## config.mk

```make
export PLATFORM = sky130hd
export DESIGN_NAME = bmtb_recip
export DESIGN_NICKNAME = d
export VERILOG_FILES = /design/src/hdl/bmtb_pkg.sv /design/src/hdl/bmtb_recip.sv
export SDC_FILE = /design/constraint.sdc
export NUM_CORES = 1
export LEC_CHECK = 0
export ABC_CLOCK_PERIOD_IN_PS = 8600
export BUFFER_PORTS_ARGS = -buffer_cell sky130_fd_sc_hd__buf_2
export CAP_MARGIN = 20
export CORE_UTILIZATION = 40
export DETAILED_ROUTE_END_ITERATION = 10
export HOLD_SLACK_MARGIN = 0.03
export PLACE_DENSITY = 0.69
export SLEW_MARGIN = 10
export SYNTH_ARGS = -nofsm -noshare
export SYNTH_HDL_FRONTEND = slang
export SYNTH_SLANG_ARGS = --single-unit
```

## constraint.sdc

```tcl
create_clock -name clock -period 8.6 [get_ports clock]
set_clock_uncertainty 0.15 [all_clocks]
set_input_delay 1.29 -clock clock [delete_from_list [all_inputs] [get_ports clock]]
set_output_delay 1.29 -clock clock [all_outputs]
set_load 0.05 [all_outputs]
```

## src/hdl/bmtb_pkg.sv

```systemverilog
// Package for the bitmap text row blitter: action, character and register codes,
// state type and shared status struct. No dependencies.
package bmtb_pkg;

   localparam int GLYPH_ADDR_W = 12;
   localparam int STORE_DEPTH  = 4096;
   localparam int GLYPH_PIXELS = 8;
   localparam int RECIP_STEPS  = 33;

   localparam logic [15:0] SPACE_ADVANCE = 16'd8;
   localparam logic [15:0] TAB_ADVANCE   = 16'd40;

   localparam logic [1:0] ACT_LOAD  = 2'd0;
   localparam logic [1:0] ACT_BEGIN = 2'd1;
   localparam logic [1:0] ACT_CHAR  = 2'd2;

   localparam logic [7:0] CH_NUL   = 8'h00;
   localparam logic [7:0] CH_TAB   = 8'h09;
   localparam logic [7:0] CH_LF    = 8'h0A;
   localparam logic [7:0] CH_CR    = 8'h0D;
   localparam logic [7:0] CH_SPACE = 8'h20;

   localparam logic [2:0] REG_GLYPH_HEIGHT = 3'd0;
   localparam logic [2:0] REG_SCREEN_WIDTH = 3'd1;
   localparam logic [2:0] REG_CLIP_LEFT    = 3'd2;
   localparam logic [2:0] REG_CLIP_RIGHT   = 3'd3;
   localparam logic [2:0] REG_CLIP_TOP     = 3'd4;
   localparam logic [2:0] REG_CLIP_BOTTOM  = 3'd5;
   localparam logic [2:0] REG_DEPTH_BUFFER = 3'd6;

   typedef enum logic [2:0] {
      ST_IDLE = 3'b001,
      ST_DIV  = 3'b010,
      ST_DRAW = 3'b100
   } state_type;

   typedef struct packed {
      logic busy;
      logic done;
   } recip_stat_type;

endpackage

```

## src/hdl/bmtb_recip.sv

```systemverilog
// Bit-serial restoring divider computing floor(2^32 / divisor), saturated to 32 bits.
// Depends on bmtb_pkg for the step count and status struct.
module bmtb_recip (
   input  logic                     clock,
   input  logic                     reset,
   input  logic                     start,
   input  logic [31:0]              divisor,
   output bmtb_pkg::recip_stat_type stat,
   output logic [31:0]              quotient
);
   import bmtb_pkg::*;

   logic        busy_ff, busy_in;
   logic        done_ff, done_in;
   logic [5:0]  cnt_ff, cnt_in;
   logic [32:0] rem_ff, rem_in;
   logic [32:0] q_ff, q_in;
   logic [31:0] d_ff, d_in;
   logic [32:0] shifted;
   logic        ge;

   always_comb begin
      shifted = {rem_ff[31:0], cnt_ff == 6'(RECIP_STEPS)};
      ge      = shifted >= {1'b0, d_ff};
      busy_in = busy_ff;
      done_in = 1'b0;
      cnt_in  = cnt_ff;
      rem_in  = rem_ff;
      q_in    = q_ff;
      d_in    = d_ff;
      if (start) begin
         d_in   = divisor;
         rem_in = '0;
         q_in   = '0;
         cnt_in = 6'(RECIP_STEPS);
         if (divisor == '0) begin
            done_in = 1'b1;
         end else begin
            busy_in = 1'b1;
         end
      end else if (busy_ff) begin
         rem_in = ge ? shifted - {1'b0, d_ff} : shifted;
         q_in   = {q_ff[31:0], ge};
         cnt_in = cnt_ff - 6'd1;
         if (cnt_ff == 6'd1) begin
            busy_in = 1'b0;
            done_in = 1'b1;
         end
      end
   end

   always_ff @(posedge clock) begin
      if (reset) begin
         busy_ff <= 1'b0;
         done_ff <= 1'b0;
         cnt_ff  <= '0;
      end else begin
         busy_ff <= busy_in;
         done_ff <= done_in;
         cnt_ff  <= cnt_in;
      end
      rem_ff <= rem_in;
      q_ff   <= q_in;
      d_ff   <= d_in;
   end

   assign stat.busy = busy_ff;
   assign stat.done = done_ff;
   assign quotient  = q_ff[32] ? '1 : q_ff[31:0];

endmodule

```

==> results.py, run 1 <==
metrics = {
    "synthesis": {
        "ys.flop_type": "dfxtp_1",
        "synth_edf_count": 32,
        "synthesis.area_mm2": 0.00593,
        "ys_types": 56,
        "async_flop_share_pct": 0,
        "avgSynthCellArea_um2": 8.95,
        "synthCells": 663,
        "synth_warnings": 0,
        "ys_seq_elements": 105,
        "yosysSeqAreaShare_pct": 40.8,
        "syn_nets": 733,
    },
    "clock_tree": {
        "cts_setup_buffers": 0,
        "clk_path_buf_depth": 2,
        "cts_tree": "yes",
        "cts_resized": 0,
        "insertion_delay_ns": 0.35,
        "cts_hold_buf": 0,
        "path_clk_slew_ns": 0.07,
        "root_buffer": "clkbuf_16",
        "htreeDepth": 3,
        "cts_made_buffers": 9,
        "cts_sinks": 105,
    },
    "placed_design": {
        "gp_congestion": 0.846,
        "portBuffers": 68,
        "place_area_mm2": 0.00636,
        "post-place-cells": 880,
        "dp_hpwl_um": 8790,
    },
    "sta": {
        "slew-limit-headroom_pct": 46.3,
        "rsz0062_at_grt": "no",
        "period_share_pct": 45.3,
        "slew_viol_final": 0,
        "whs_ns": 0.340,
        "final.setup.tns_ns": 0,
        "hold_viol": 0,
        "setup_viol": 0,
        "tightest_slew_ns": 0.804,
        "fin_crit_ns": 3.90,
        "fmax_mhz": 257,
    },
    "floorplan": {
        "dieArea_mm2": 0.0153,
        "core_area_mm2": 0.0145,
        "fp.dieH_um": 124,
        "die_w_um": 124,
        "rows": 44,
        "start_util_pct": 41.0,
        "io_pins": 69,
    },
    "critical_path": {
        "r2r-start": "cnt_ff[1]",
        "reg2reg_slack_ns": 4.70,
        "start_kind": "register",
        "rr_worst_depth": 14,
        "r2r-end": "rem_ff[0]",
        "crit_type": "reg2reg",
        "cp_max_fo": 51,
        "worstPathRequired_ns": 8.72,
        "crit_path_end_kind": "register",
        "worstPathArrival_ns": 4.02,
    },
    "route": {
        "postRouteWirelength_um": 12200,
        "drt-wirelength-per-cell_um": 13.7,
        "num_vias": 4668,
        "first_pass_iters": 5,
        "routed_via_density": 5.21,
        "drc": 0,
        "drt_iter0_drc": 270,
        "ant_nets": 0,
    },
    "min_path": {
        "worstHoldStart": "rem_ff[2]",
        "holdCritPathClass": "reg2reg",
        "holdPathEnd": "rem_ff[2]",
        "hold_depth": 2,
    },
    "cells_and_area": {
        "antenna_cells": 0,
        "area_growth_pct": 12.0,
        "design_area_mm2": 0.00664,
        "instances_no_fill": 896,
        "nNetsFinal": 777,
        "drive_gt1_share_pct": 17.7,
    },
    "global_route": {
        "antenna_found_initial": 0,
        "grt_pass1_wl_um": 20900,
        "grt_pass1_vias": 4405,
        "grt_usage_pct": 17.3,
        "gr-total-overflow": 0,
        "grt_max_degree": 71,
    },
    "run": {
        "drv_cap": 0,
    },
    "power": {
        "p_per_area_mw_per_mm2": 182,
        "leakage_nw": 2.97,
        "peakVddDrop_mv": 0.106,
    },
    "outcome": {
        "status": "finished, final reports clean",
    },
}
-- Yosys cell counts, types with 3 or more instances --
library cell	count	area, um^2
and3_1	6	37.5
xnor2_1	17	149
nor4_1	10	62.6
buf_4	3	22.5
ha_1	34	425
nand3_1	11	55.1
xor2_1	12	105
mux2i_1	44	440
or3_1	4	25.0
nor3_1	14	70.1
nand4_1	8	50.1
a21o_1	14	105
a21oi_1	34	170
or2_2	32	200
buf_1	6	22.5
nor2b_1	4	25.0
edfxtp_1	32	961
a221oi_1	3	26.3
a31oi_1	11	68.8
inv_1	42	158
buf_2	4	20.0
o211ai_1	6	45.0
clkbuf_1	24	90.1
nor2_1	81	304
o21ai_0	33	165
nand2_1	41	154
dfxtp_1	73	1460
a211oi_1	26	195
-- worst max-delay path by stage --
stage	to	start
floorplan	rem_ff[28]	cnt_ff[1]
global placement	rem_ff[0]	cnt_ff[1]
detailed placement	rem_ff[0]	cnt_ff[1]
CTS	rem_ff[0]	cnt_ff[1]
global route	rem_ff[0]	cnt_ff[1]
finish	rem_ff[0]	cnt_ff[1]
-- cell type report --
cell class	instances	area (um^2)
Multi-Input combinational cell	476	3180
Sequential cell	105	2430
Inverter	44	165
Fill cell	1442	7840
Tap cell	184	230
Clock inverter	6	50.0
Clock buffer	10	229
Timing Repair Buffer	71	365
-- logic make-up (layout without fill, tap and decap cells) --
logic type               Yosys count  count (layout)  share of synthesized area, %
XOR/XNOR                          29              29                          4.28
AND/OR/NAND/NOR                  217             217                          17.4
buffers and inverters             82             131                          5.59
AO/OA/AOI/OAI                    150             150                          16.8
adder cells (fa/ha/maj)           35              35                          7.51
flip-flops                       105             105                          40.8
multiplexers                      45              45                          7.62
-- registers in the layout (all words and copies together) (netlist names) --
register,cells
cnt_ff,6
d_ff,32
rem_ff,32
busy_ff,1
q_ff,33
done_ff,1
-- per-stage QoR --
| step | utilization, % | setup slack (ns) | total power [mW] |
|---|---|---|---|
| after floorplan | - | 5.35 | 0.774 |
| after global placement | 44.0 | 4.78 | 0.832 |
| after detailed placement | 44.0 | 4.71 | 0.832 |
| after CTS | 45.9 | 4.67 | 1.23 |
| after global routing | 45.9 | 4.42 | 1.28 |
| final | 45.9 | 4.70 | 1.21 |
-- worst max-delay path, cell delays in order (launching register included) --
cell and delay, ns:
dfxtp_1 0.33, inv_1 0.08, ha_1 0.14, nor4b_1 0.29, nand2_1 0.13, ha_1 0.21, nand3b_1 0.17, a211o_1 0.30
a211oi_2 0.33, o21ai_2 0.12, o31a_4 0.33, a41oi_4 0.16, buf_4 0.47, mux2_2 0.39, a211oi_1 0.22
-- layer usage --
metal  track usage, %  wire [um]
met1             22.0       5770
met2             28.0       5620
met3             4.53        566
met4             6.63        299
met5                0          0
-- where the power goes --
| part | internal, mW | switching [mW] | leakage (nW) |
|---|---|---|---|
| logic | 0.107 | 0.154 | 1.93 |
| registers | 0.539 | 0.0225 | 0.908 |
| clock network | 0.201 | 0.189 | 0.137 |
-- placed cells by master (no fill, tap or decap), types with 6 or more instances in the layout --
cell type / Yosys / final
mux2i_1: 44 / 44
dfxtp_1: 73 / 72
or2_2: 32 / 32
o211ai_1: 6 / 6
o21ai_0: 33 / 33
a211oi_1: 26 / 26
buf_2: 4 / 67
nor2_1: 81 / 81
nor4_1: 10 / 10
edfxtp_1: 32 / 32
and3_1: 6 / 6
ha_1: 34 / 34
nand2_1: 41 / 41
nand3_1: 11 / 11
nand4_1: 8 / 8
a31oi_1: 11 / 11
a21o_1: 14 / 14
xor2_1: 12 / 12
a21oi_1: 34 / 34
inv_1: 42 / 42
xnor2_1: 17 / 17
clkbuf_16: 0 / 9
nor3_1: 14 / 14
No activity file was read; power rests on OpenSTA's default activity.
==> run 2, diff against run 1 <==
--- a/config.mk
+++ b/config.mk
@@ -5,13 +5,14 @@
 export SDC_FILE = /design/constraint.sdc
 export NUM_CORES = 1
 export LEC_CHECK = 0
-export ABC_CLOCK_PERIOD_IN_PS = 8600
+export ABC_AREA = 1
+export ABC_CLOCK_PERIOD_IN_PS = 3320
 export BUFFER_PORTS_ARGS = -buffer_cell sky130_fd_sc_hd__buf_2
 export CAP_MARGIN = 20
 export CORE_UTILIZATION = 40
 export DETAILED_ROUTE_END_ITERATION = 10
 export HOLD_SLACK_MARGIN = 0.03
-export PLACE_DENSITY = 0.69
+export PLACE_DENSITY = 0.71
 export SLEW_MARGIN = 10
 export SYNTH_ARGS = -nofsm -noshare
 export SYNTH_HDL_FRONTEND = slang
==> constraint.sdc (replaced) <==
create_clock -name clock -period 3.32 [get_ports clock]
set_clock_uncertainty 0.15 [all_clocks]
set_input_delay 0.498 -clock clock [delete_from_list [all_inputs] [get_ports clock]]
set_output_delay 0.498 -clock clock [all_outputs]
set_load 0.05 [all_outputs]
==> results.py, run 2 <==
metrics = {
    "route": {
        "drt_iter0_drc": 346,
        "drt-wirelength-per-cell_um": 13.6,
        "num_vias": 6453,
        "drc": 0,
        "ant_nets": 0,
        "routed_via_density": 4.86,
        "first_pass_iters": 6,
        "postRouteWirelength_um": 18000,
    },
    "power": {
        "p_per_area_mw_per_mm2": 450,
        "power_mw": 3.50,
        "leakage_nw": 4.10,
        "peakVddDrop_mv": 0.288,
    },
    "synthesis": {
        "synthSimpleGateAreaFrac_pct": 37.6,
        "yosysMostFrequentCell": "nand2_1",
        "synth_warnings": 0,
        "ys_seq_elements": 105,
        "synthCells": 1048,
        "synthesis.area_mm2": 0.00693,
        "syn_nets": 1118,
        "synth_top_family_by_area": "simple AND/OR/NAND/NOR gates",
        "synth_edf_count": 32,
        "synth_xor_area_share_pct": 1.64,
        "synthMuxAreaShare_pct": 0,
        "yosys.area.top_type": "dfxtp_1",
        "ys.flop_type": "dfxtp_1",
        "yosysSeqAreaShare_pct": 34.9,
        "avgSynthCellArea_um2": 6.62,
        "synth_top_area_share_pct": 21.1,
        "synth_fa_ha_area_share_pct": 6.42,
        "synth_compound_area_share_pct": 7.78,
        "ys_types": 39,
        "yosys-top-cells-count": "nand2_1, inv_1, nor2_1",
        "synth_area_leaders": "dfxtp_1, nand2_1, edfxtp_1, inv_1, nor2_1",
        "async_flop_share_pct": 0,
    },
    "critical_path": {
        "cp-endpoint": "rem_ff[20]",
        "cp_common_cell": "nand3_1",
        "r2r-end": "rem_ff[20]",
        "slowest_stage": "fa_1",
        "r2r-start": "cnt_ff[1]",
        "start_kind": "register",
        "reg2reg_slack_ns": 0.40,
        "worstPathRequired_ns": 3.48,
        "cp_max_fo": 4,
        "slowest_delay_ns": 0.44,
        "crit_type": "reg2reg",
        "cp-startpoint": "cnt_ff[1]",
        "crit_path_end_kind": "register",
        "rr_worst_depth": 17,
        "crit_chain": "inv_1 > ha_1 > nor3b_2 > nand3_1 > ha_1 > inv_1 > fa_1 > nand3_1 > nand3_1 > nand3_1 > nand3_1 > a21oi_1 > xor2_1 > nand2_1 > nand3_1 > nand2_1 > inv_1",
        "worstPathArrival_ns": 3.08,
    },
    "cells_and_area": {
        "num-fill-cells": 1715,
        "nNetsFinal": 1172,
        "antenna_cells": 0,
        "top_register": "q_ff",
        "drive_gt1_share_pct": 13.6,
        "layout.cells.most_common": "nand2_1",
        "largestRegisters": "q_ff (33), d_ff (32), rem_ff (32)",
        "most-common-layout-cells": "nand2_1, inv_1, nor2_1",
        "largest_reg_flops": 33,
        "area_growth_pct": 12.0,
    },
    "floorplan": {
        "dieArea_mm2": 0.0179,
        "fp.dieH_um": 134,
        "core_area_mm2": 0.0168,
        "io_pins": 69,
        "die_w_um": 134,
        "rows": 47,
        "start_util_pct": 41.4,
    },
    "sta": {
        "rsz0062_at_grt": "no",
        "whs_ns": 0.169,
        "slew-limit-headroom_pct": 42.5,
        "final.setup.tns_ns": 0,
        "setup_viol": 0,
        "period_share_pct": 87.8,
        "fmax_mhz": 343,
        "fin_crit_ns": 2.92,
        "tightest_slew_ns": 0.861,
        "hold_viol": 0,
        "slew_viol_final": 0,
    },
    "run": {
        "drv_cap": 0,
    },
    "clock_tree": {
        "cts_sinks": 105,
        "cts_made_buffers": 9,
        "clk_path_buf_depth": 2,
        "path_clk_slew_ns": 0.08,
        "insertion_delay_ns": 0.37,
        "root_buffer": "clkbuf_16",
        "htreeDepth": 3,
        "cts_hold_buf": 0,
        "cts_tree": "yes",
    },
    "global_route": {
        "gr-total-overflow": 0,
        "antenna_found_initial": 0,
        "grt_pass1_vias": 6126,
        "grt_pass1_wl_um": 29600,
        "grt_max_degree": 68,
        "grt_usage_pct": 20.9,
    },
    "outcome": {
        "status": "finished, final reports clean",
    },
    "placed_design": {
        "dp_hpwl_um": 13400,
        "portBuffers": 68,
        "gp_congestion": 0.939,
    },
    "min_path": {
        "holdCritPathClass": "in2reg",
    },
}
## run 2: cell count changes after synthesis, moves of 25 or more
cell,before,now
inv_1,42,171
nand3_1,11,55
nand2_1,41,290
nor2_1,81,140
a211oi_1,26,1
mux2i_1,44,0
## run 2: routing by layer
metal  share of wire (%)  global-route usage, %
met1                  46                   26.9
met2                  45                   34.0
met3                 5.9                   4.30
met4                 2.7                   8.90
met5                   0                      0
## run 2: cells by family (layout without fill, tap and decap cells)
kind of cell | count (synthesis) | after routing
AND/OR/NAND/NOR | 588 | 588
buffers and inverters | 204 | 263
flip-flops | 105 | 105
AO/OA/AOI/OAI | 103 | 103
adder cells (fa/ha/maj) | 35 | 35
XOR/XNOR | 13 | 13
## run 2: cell type report
type / instances / area, um^2 / share of cell area (%)
tap: 220 / 275 / 3.54
sequential: 105 / 2420 / 31.2
inverter: 172 / 648 / 8.35
timing repair buffer: 75 / 393 / 5.06
clock inverter: 6 / 66.3 / 0.854
clock buffer: 10 / 250 / 3.22
multi-input combinational: 739 / 3710 / 47.8
## run 2: worst min-delay path by stage
stage	from	endpoint	slack (ns)	cells after the start
finish	divisor[12]	d_ff[12]	0.17	1
global route	divisor[9]	d_ff[9]	0.16	1
floorplan	rem_ff[25]	rem_ff[25]	0.31	2
CTS	divisor[9]	d_ff[9]	0.16	1
detailed placement	rem_ff[17]	rem_ff[17]	0.33	2
global placement	rem_ff[17]	rem_ff[17]	0.33	2
## run 2: report_power, final
part / total (mW) / internal, mW / switching (mW)
Clock: 1.12 / 0.576 / 0.546
Sequential: 1.48 / 1.41 / 0.0650
Combinational: 0.898 / 0.272 / 0.627
Total: 3.50 / 2.26 / 1.24
## run 2: stage by stage
stage                     area, um^2  utilization, %  std cells  setup slack [ns]
after global placement          7440            44.4       1311             0.473
after floorplan                 6930               -       1048             0.815
final                           7760            46.3       1327             0.405
after detailed placement        7440            44.4       1311             0.377
after CTS                       7760            46.3       1327             0.346
after global routing            7760            46.3       1327             0.116
## run 2: critical path: cells and delay by family, from the launching register on
| kind | cells | cell delay (ns) |
|---|---|---|
| compound gates | 1 | 0.20 |
| xor+xnor | 1 | 0.16 |
| fa+ha+maj | 3 | 0.78 |
| buf+inv | 3 | 0.19 |
| flops | 1 | 0.36 |
| simple gates | 9 | 1.00 |
## run 2: what timing repair did
action | in CTS | in global routing
resized for setup | 0 | 1
setup endpoints to repair | 0 | 1
setup buffers | 0 | 0
